[config.mk]
export PLATFORM = sky130hd
export DESIGN_NAME = rmst_useq
export DESIGN_NICKNAME = d
export VERILOG_FILES = /design/src/hdl/rmst_pkg.sv /design/src/hdl/rmst_useq.sv
export SDC_FILE = /design/constraint.sdc
export NUM_CORES = 1
export LEC_CHECK = 0
export ABC_AREA = 1
export BUFFER_PORTS_ARGS = -buffer_cell sky130_fd_sc_hd__buf_4
export CAP_MARGIN = 20
export CORE_ASPECT_RATIO = 0.8
export CORE_MARGIN = 2
export CORE_UTILIZATION = 50
export DETAILED_ROUTE_END_ITERATION = 8
export PLACE_DENSITY = 0.81
export SLEW_MARGIN = 20
export SYNTH_ARGS = -nofsm -noshare
export SYNTH_HDL_FRONTEND = slang
export SYNTH_SLANG_ARGS = --single-unit
[constraint.sdc]
create_clock -name clk -period 2.3 [get_ports clk]
set_input_delay 0.115 -clock clk [delete_from_list [all_inputs] [get_ports clk]]
set_output_delay 0.115 -clock clk [all_outputs]
set_load 0.01 [all_outputs]
[src/hdl/rmst_pkg.sv]
`default_nettype none

package rmst_pkg;

  // Field widths of one transaction
  localparam int POS_W     = 11;
  localparam int IN_VAL_W  = 31;
  localparam int OUT_W     = 31;
  localparam int IN_DATA_W = 64;
  localparam int OUT_DATA_W = 32;

  // Bit offsets inside in_tdata
  localparam int POS_LSB   = 0;
  localparam int VAL_LSB   = POS_LSB + POS_W;
  localparam int FIRST_LSB = VAL_LSB + IN_VAL_W;
  localparam int LAST_LSB  = FIRST_LSB + POS_W;

  // Configuration space
  localparam int CFG_ADDR_W = 3;
  localparam int CFG_DATA_W = 32;
  localparam int CFG_IDX_W  = 1;
  localparam logic [CFG_IDX_W-1:0] REG_ELEMENT_COUNT = 1'b0;
  localparam logic [POS_W-1:0] ELEMENT_COUNT_RESET = 11'd1024;

  // Operation codes carried on in_tuser
  localparam logic OP_UPDATE = 1'b0;
  localparam logic OP_QUERY  = 1'b1;

  typedef enum logic [3:0] {
    ST_CLEAR,
    ST_IDLE,
    ST_DISPATCH,
    ST_U_CHECK,
    ST_U_LEAF,
    ST_U_READ,
    ST_U_PARENT,
    ST_Q_CHECK,
    ST_Q_READ,
    ST_Q_FOLD,
    ST_Q_EMIT
  } step_t;

  typedef enum logic [2:0] {
    ACT_NONE,
    ACT_CLEAR,
    ACT_LOAD,
    ACT_WRITE_LEAF,
    ACT_READ_SIB,
    ACT_WRITE_PARENT,
    ACT_READ_PAIR,
    ACT_FOLD
  } act_t;

  typedef enum logic [3:0] {
    C_NEVER,
    C_CLR_MORE,
    C_NO_VALID,
    C_IS_QUERY,
    C_UPD_BAD,
    C_PARENT_NOT_ROOT,
    C_Q_EMPTY,
    C_LO_LT_HI,
    C_OUT_BUSY
  } cond_t;

  // One control word: datapath action, emit flag, jump condition, jump target, end of routine
  typedef struct packed {
    act_t  act;
    logic  emit;
    cond_t cond;
    step_t target;
    logic  last;
  } uword_t;

  // Datapath flags tested by the sequencer
  typedef struct packed {
    logic clr_more;
    logic in_valid;
    logic is_query;
    logic upd_bad;
    logic parent_not_root;
    logic q_empty;
    logic lo_lt_hi;
    logic out_busy;
  } status_t;

  function automatic uword_t ucode_rom(input step_t s);
    uword_t w;
    begin
      w = '{act: ACT_NONE, emit: 1'b0, cond: C_NEVER, target: ST_IDLE, last: 1'b1};
      unique case (s)
        ST_CLEAR:    w = '{ACT_CLEAR,        1'b0, C_CLR_MORE,        ST_CLEAR,  1'b0};
        ST_IDLE:     w = '{ACT_LOAD,         1'b0, C_NO_VALID,        ST_IDLE,   1'b0};
        ST_DISPATCH: w = '{ACT_NONE,         1'b0, C_IS_QUERY,        ST_Q_CHECK, 1'b0};
        ST_U_CHECK:  w = '{ACT_NONE,         1'b0, C_UPD_BAD,         ST_IDLE,   1'b0};
        ST_U_LEAF:   w = '{ACT_WRITE_LEAF,   1'b0, C_NEVER,           ST_IDLE,   1'b0};
        ST_U_READ:   w = '{ACT_READ_SIB,     1'b0, C_NEVER,           ST_IDLE,   1'b0};
        ST_U_PARENT: w = '{ACT_WRITE_PARENT, 1'b0, C_PARENT_NOT_ROOT, ST_U_READ, 1'b1};
        ST_Q_CHECK:  w = '{ACT_NONE,         1'b0, C_Q_EMPTY,         ST_Q_EMIT, 1'b0};
        ST_Q_READ:   w = '{ACT_READ_PAIR,    1'b0, C_NEVER,           ST_IDLE,   1'b0};
        ST_Q_FOLD:   w = '{ACT_FOLD,         1'b0, C_LO_LT_HI,        ST_Q_READ, 1'b0};
        ST_Q_EMIT:   w = '{ACT_NONE,         1'b1, C_OUT_BUSY,        ST_Q_EMIT, 1'b1};
        default:     w = '{ACT_NONE,         1'b0, C_NEVER,           ST_IDLE,   1'b1};
      endcase
      return w;
    end
  endfunction

endpackage

`default_nettype wire

[src/hdl/rmst_useq.sv]
`default_nettype none

module rmst_useq (
  input  wire logic             clk,
  input  wire logic             rst_n,
  input  wire rmst_pkg::status_t stat,
  output rmst_pkg::uword_t      ctrl
);
  import rmst_pkg::*;

  step_t  upc_r;
  step_t  upc_nxt;
  uword_t cw;
  logic   take;

  assign cw = ucode_rom(upc_r);

  always_comb begin
    case (cw.cond)
      C_NEVER:           take = 1'b0;
      C_CLR_MORE:        take = stat.clr_more;
      C_NO_VALID:        take = !stat.in_valid;
      C_IS_QUERY:        take = stat.is_query;
      C_UPD_BAD:         take = stat.upd_bad;
      C_PARENT_NOT_ROOT: take = stat.parent_not_root;
      C_Q_EMPTY:         take = stat.q_empty;
      C_LO_LT_HI:        take = stat.lo_lt_hi;
      C_OUT_BUSY:        take = stat.out_busy;
      default:           take = 1'b0;
    endcase
  end

  // Next step: jump, end of routine back to idle, or advance
  always_comb begin
    if (take) begin
      upc_nxt = cw.target;
    end else if (cw.last) begin
      upc_nxt = ST_IDLE;
    end else begin
      upc_nxt = step_t'(upc_r + 4'd1);
    end
  end

  always_comb begin
    ctrl = cw;
  end

  always_ff @(posedge clk) begin
    if (!rst_n) begin
      upc_r <= ST_CLEAR;
    end else begin
      upc_r <= upc_nxt;
    end
  end

  a_clear_to_idle: assert property (@(posedge clk) disable iff (!rst_n)
    (upc_r == ST_CLEAR && !stat.clr_more) |=> (upc_r == ST_IDLE))
    else $error("clear pass did not hand over to idle");

  a_idle_holds: assert property (@(posedge clk) disable iff (!rst_n)
    (upc_r == ST_IDLE && !stat.in_valid) |=> (upc_r == ST_IDLE))
    else $error("sequencer left idle without a transaction");

endmodule

`default_nettype wire

==> summary.txt <==
Die
  – Die area: around 2500 um^2
  – Initial core utilization: ~54%
  – Die H: 45.0 um
  – Total core area: 1930 um^2
  – IO Pins: 23
  – Die span in x: 55.2 um
  – Rows: 14

Detailed routing
  – Detailed-routing iteration count for the pre-antenna-repair pass: 4
  – DRC violation count after routing: 0
  – Final routed wire length divided by cell count: between 10 and 15 um
  – DRT Wirelength: 2.30 mm
  – Total via count in the routed design: 953
  – Routed vias/inst: slightly above 5
  – Starting DRC count in detailed routing: between 40 and 50
  – Residual antenna-violating net count after detailed routing: 0

Critical path
  – Endpoint type of the worst setup path: flip-flop
  – Worst setup path category: flip-flop to flip-flop
  – Type of element launching the critical path: flip-flop
  – Critical-path maximum fanout: 7
  – Data required time at the worst endpoint: roughly 2.5 ns
  – Setup slack, reg-to-reg: approximately 0.2 ns
  – Endpoint arrival time on the critical path: ~2.3 ns

GRT
  – Vias in the first global route: roughly 860
  – Maximum number of pins on one net before global-route repair: 13
  – Wire length of the first global-routing pass: 3.73 mm
  – All-Layer GR Usage: slightly below 20%
  – Overflow left after global routing: 0
  – Number of antenna violations at the first check in global routing: 0

Place
  – Post-Place Worst Slack: around 0.17 ns
  – DP Wirelength: roughly 1.9 mm
  – Final RePlAce weighted congestion: 0.824
  – Cell area after placement: ~1200 um^2
  – Count of buffers inserted at the top-level ports: 22

Synth
  – Post-synth EDFFs: 0
  – Count of distinct cell types in the synthesized netlist: 22
  – List of most frequent post-synthesis cells: 40 x sky130_fd_sc_hd__nand2_1, 23 x sky130_fd_sc_hd__inv_1, 18 x sky130_fd_sc_hd__nand3_1
  – Top FF cell, synth: sky130_fd_sc_hd__dfxtp_1
  – Flip-flop and latch count after synthesis: 16
  – Top cells by area, synth: sky130_fd_sc_hd__dfxtp_1 31%, sky130_fd_sc_hd__nand2_1 14%, sky130_fd_sc_hd__nand3_1 8.6%
  – Net count of the mapped netlist: approximately 160
  – Share of the synthesized area in the top cell type: a little under a third
  – Dominant cell by count in the synthesized netlist: sky130_fd_sc_hd__nand2_1
  – Fraction of registers with async set or reset after synthesis: 0%
  – Syn avg cell area: approximately 7.4 um^2
  – Cell count after synthesis: about 140
  – Proportion of synthesized chip area in sequential cells: a little under a third
  – Cell type with the highest aggregate area in the netlist: sky130_fd_sc_hd__dfxtp_1
  – Netlist area before placement: 1050 um^2
  – Yosys synthesis warning count: 0

Timing
  – Endpoints failing setup: 0
  – Worst Setup Slack, final: between 0.2 and 0.25 ns
  – Final count of hold timing violations: 0
  – Actual slew at the worst max-slew pin: 0.260 ns
  – RSZ-0062 raised after global routing: false
  – Min Tclk post-route: roughly 2.1 ns
  – Pins over their slew limit: 0
  – Setup TNS Final: 0 ns
  – Max Fclk: approximately 480 MHz
  – Layout Skew: between 0.002 and 0.003 ns
  – Tcrit/Tclk final: 91.2%
  – Slew headroom: a little over 80%

Job
  – Max_cap viols: 0

Layout
  – Core occupancy in the finished layout: 64.9%
  – Final instance area: ~1200 um^2
  – Area overhead of the layout relative to synthesis: 19.2%
  – Ant diodes: 0
  – FILL cells: roughly 190
  – Layout net count: ~180
  – Fraction of final layout cells sized beyond drive strength 1: a little over a quarter

CTS
  – CTS tree: built
  – TritonCTS Buffers: 3
  – Number of buffers inserted to repair setup after CTS: 0
  – Number of sinks on the clock net: 16
  – Worst-path clk slew: about 0.09 ns
  – CTS Root Cell: sky130_fd_sc_hd__clkbuf_4
  – H-Tree Level Count: 1
  – Clock insertion delay at the later pin of the skew report: 0.29 ns
  – Maximum count of clock buffers along a single path: 2

Min path
  – Worst min path class: primary input to flip-flop

Power
  – Static Leak: roughly 0.72 nW
  – Power density of the placed cells: 1570 nW/um^2
  – Worst voltage drop across the vdd grid: 901 uV

Outcome
  – Status: complete, no violations
critical path, cell delays in order (launching register included):
cell and delay (ns):
sky130_fd_sc_hd__dfxtp_2 0.39, sky130_fd_sc_hd__inv_1 0.08, sky130_fd_sc_hd__nand3_1 0.08, sky130_fd_sc_hd__nand2_2 0.08
sky130_fd_sc_hd__o21ai_4 0.26, sky130_fd_sc_hd__nand2_4 0.13, sky130_fd_sc_hd__nand2_1 0.08, sky130_fd_sc_hd__nand3_1 0.18
sky130_fd_sc_hd__inv_1 0.17, sky130_fd_sc_hd__ha_1 0.24, sky130_fd_sc_hd__inv_1 0.09, sky130_fd_sc_hd__nand2_1 0.08
sky130_fd_sc_hd__nand2_1 0.07, sky130_fd_sc_hd__nand2_1 0.05
cells by family after synthesis:
family	after synthesis	share of synthesized area (%)
adders and majority gates	7	8.35
xor gates and xnor gates	1	0.835
buffers and inverters	27	11.7
DFF	16	30.5
and+or+nand+nor	88	46.5
AOI/OAI and AO/OA	2	2.03
final timing paths:
| check | start | to | cells after the start |
|---|---|---|---|
| worst min-delay path | rst_n | upc_r[3]$_SDFF_PN0_ | 3 |
| worst max-delay path | ctrl[6]$_DFF_P_ | ctrl[1]$_DFF_P_ | 13 |
| worst min register to register | ctrl[4]$_DFF_P_ | upc_r[3]$_SDFF_PN0_ | 4 |
| worst max register to register | ctrl[6]$_DFF_P_ | ctrl[1]$_DFF_P_ | 13 |
power by group:
group	switching [W]	total, W	internal, W
Combinational	0.000822	0.00129	0.000471
Clock	0.0000862	0.000183	0.0000965
Sequential	0.0000845	0.000491	0.000406
metal layers:
metal | up-vias | share of wire (%) | global-route usage, %
met4 | 0 | 3.1 | 12.7
li1 | 482 | - | -
met3 | 8 | 7.3 | 3.15
met5 | - | 0 | 0
met2 | 36 | 47 | 33.3
met1 | 427 | 42 | 23.9
per-stage QoR:
step,total power [W],cells,hold slack (ns)
after floorplan,0.00145,141,0.419
after global placement,0.00172,184,0.497
after detailed placement,0.00178,184,0.502
after CTS,0.00196,188,0.196
after global routing,0.00213,188,0.195
final,0.00197,188,0.199
final cells by class:
class | instances | area [um^2] | share of cell area, %
multi-input cells | 98 | 606 | 48.4
repair buffers | 22 | 165 | 13.2
clock buffers | 4 | 36.3 | 2.90
flip-flops and latches | 16 | 323 | 25.8
well taps | 24 | 30.0 | 2.40
inverters | 24 | 90.1 | 7.21
state kept, by name, indices dropped and copies added, names as in the netlist:
name and cells:
upc_r 4, ctrl 12
placed cells by master (no fill, tap or decap):
master                     synthesis  layout
sky130_fd_sc_hd__and2_1            1       1
sky130_fd_sc_hd__buf_4             1      22
sky130_fd_sc_hd__clkbuf_4          0       3
sky130_fd_sc_hd__clkbuf_8          1       1
sky130_fd_sc_hd__dfxtp_1          16      14
sky130_fd_sc_hd__dfxtp_2           0       2
sky130_fd_sc_hd__ha_1              7       7
sky130_fd_sc_hd__inv_1            23      23
sky130_fd_sc_hd__inv_2             1       1
sky130_fd_sc_hd__nand2_1          40      40
sky130_fd_sc_hd__nand2_2           2       2
sky130_fd_sc_hd__nand2_4           3       3
sky130_fd_sc_hd__nand3_1          18      18
sky130_fd_sc_hd__nand3_2           6       6
sky130_fd_sc_hd__nand3_4           1       1
sky130_fd_sc_hd__nand3b_1          3       3
sky130_fd_sc_hd__nand4_1           1       1
sky130_fd_sc_hd__nor2_1           10      10
sky130_fd_sc_hd__nor2_4            1       1
sky130_fd_sc_hd__nor2_8            2       2
sky130_fd_sc_hd__o21ai_1           1       1
sky130_fd_sc_hd__o21ai_4           1       1
sky130_fd_sc_hd__xor2_1            1       1
repair_timing:
item / 4_1_cts / 5_1_grt
hold buffers: 0 / 0
endpoints found under the hold margin: 0 / 0
resized for setup: 0 / 2
setup endpoints to repair: 0 / 3
No activity file was read; power rests on OpenSTA's default activity.
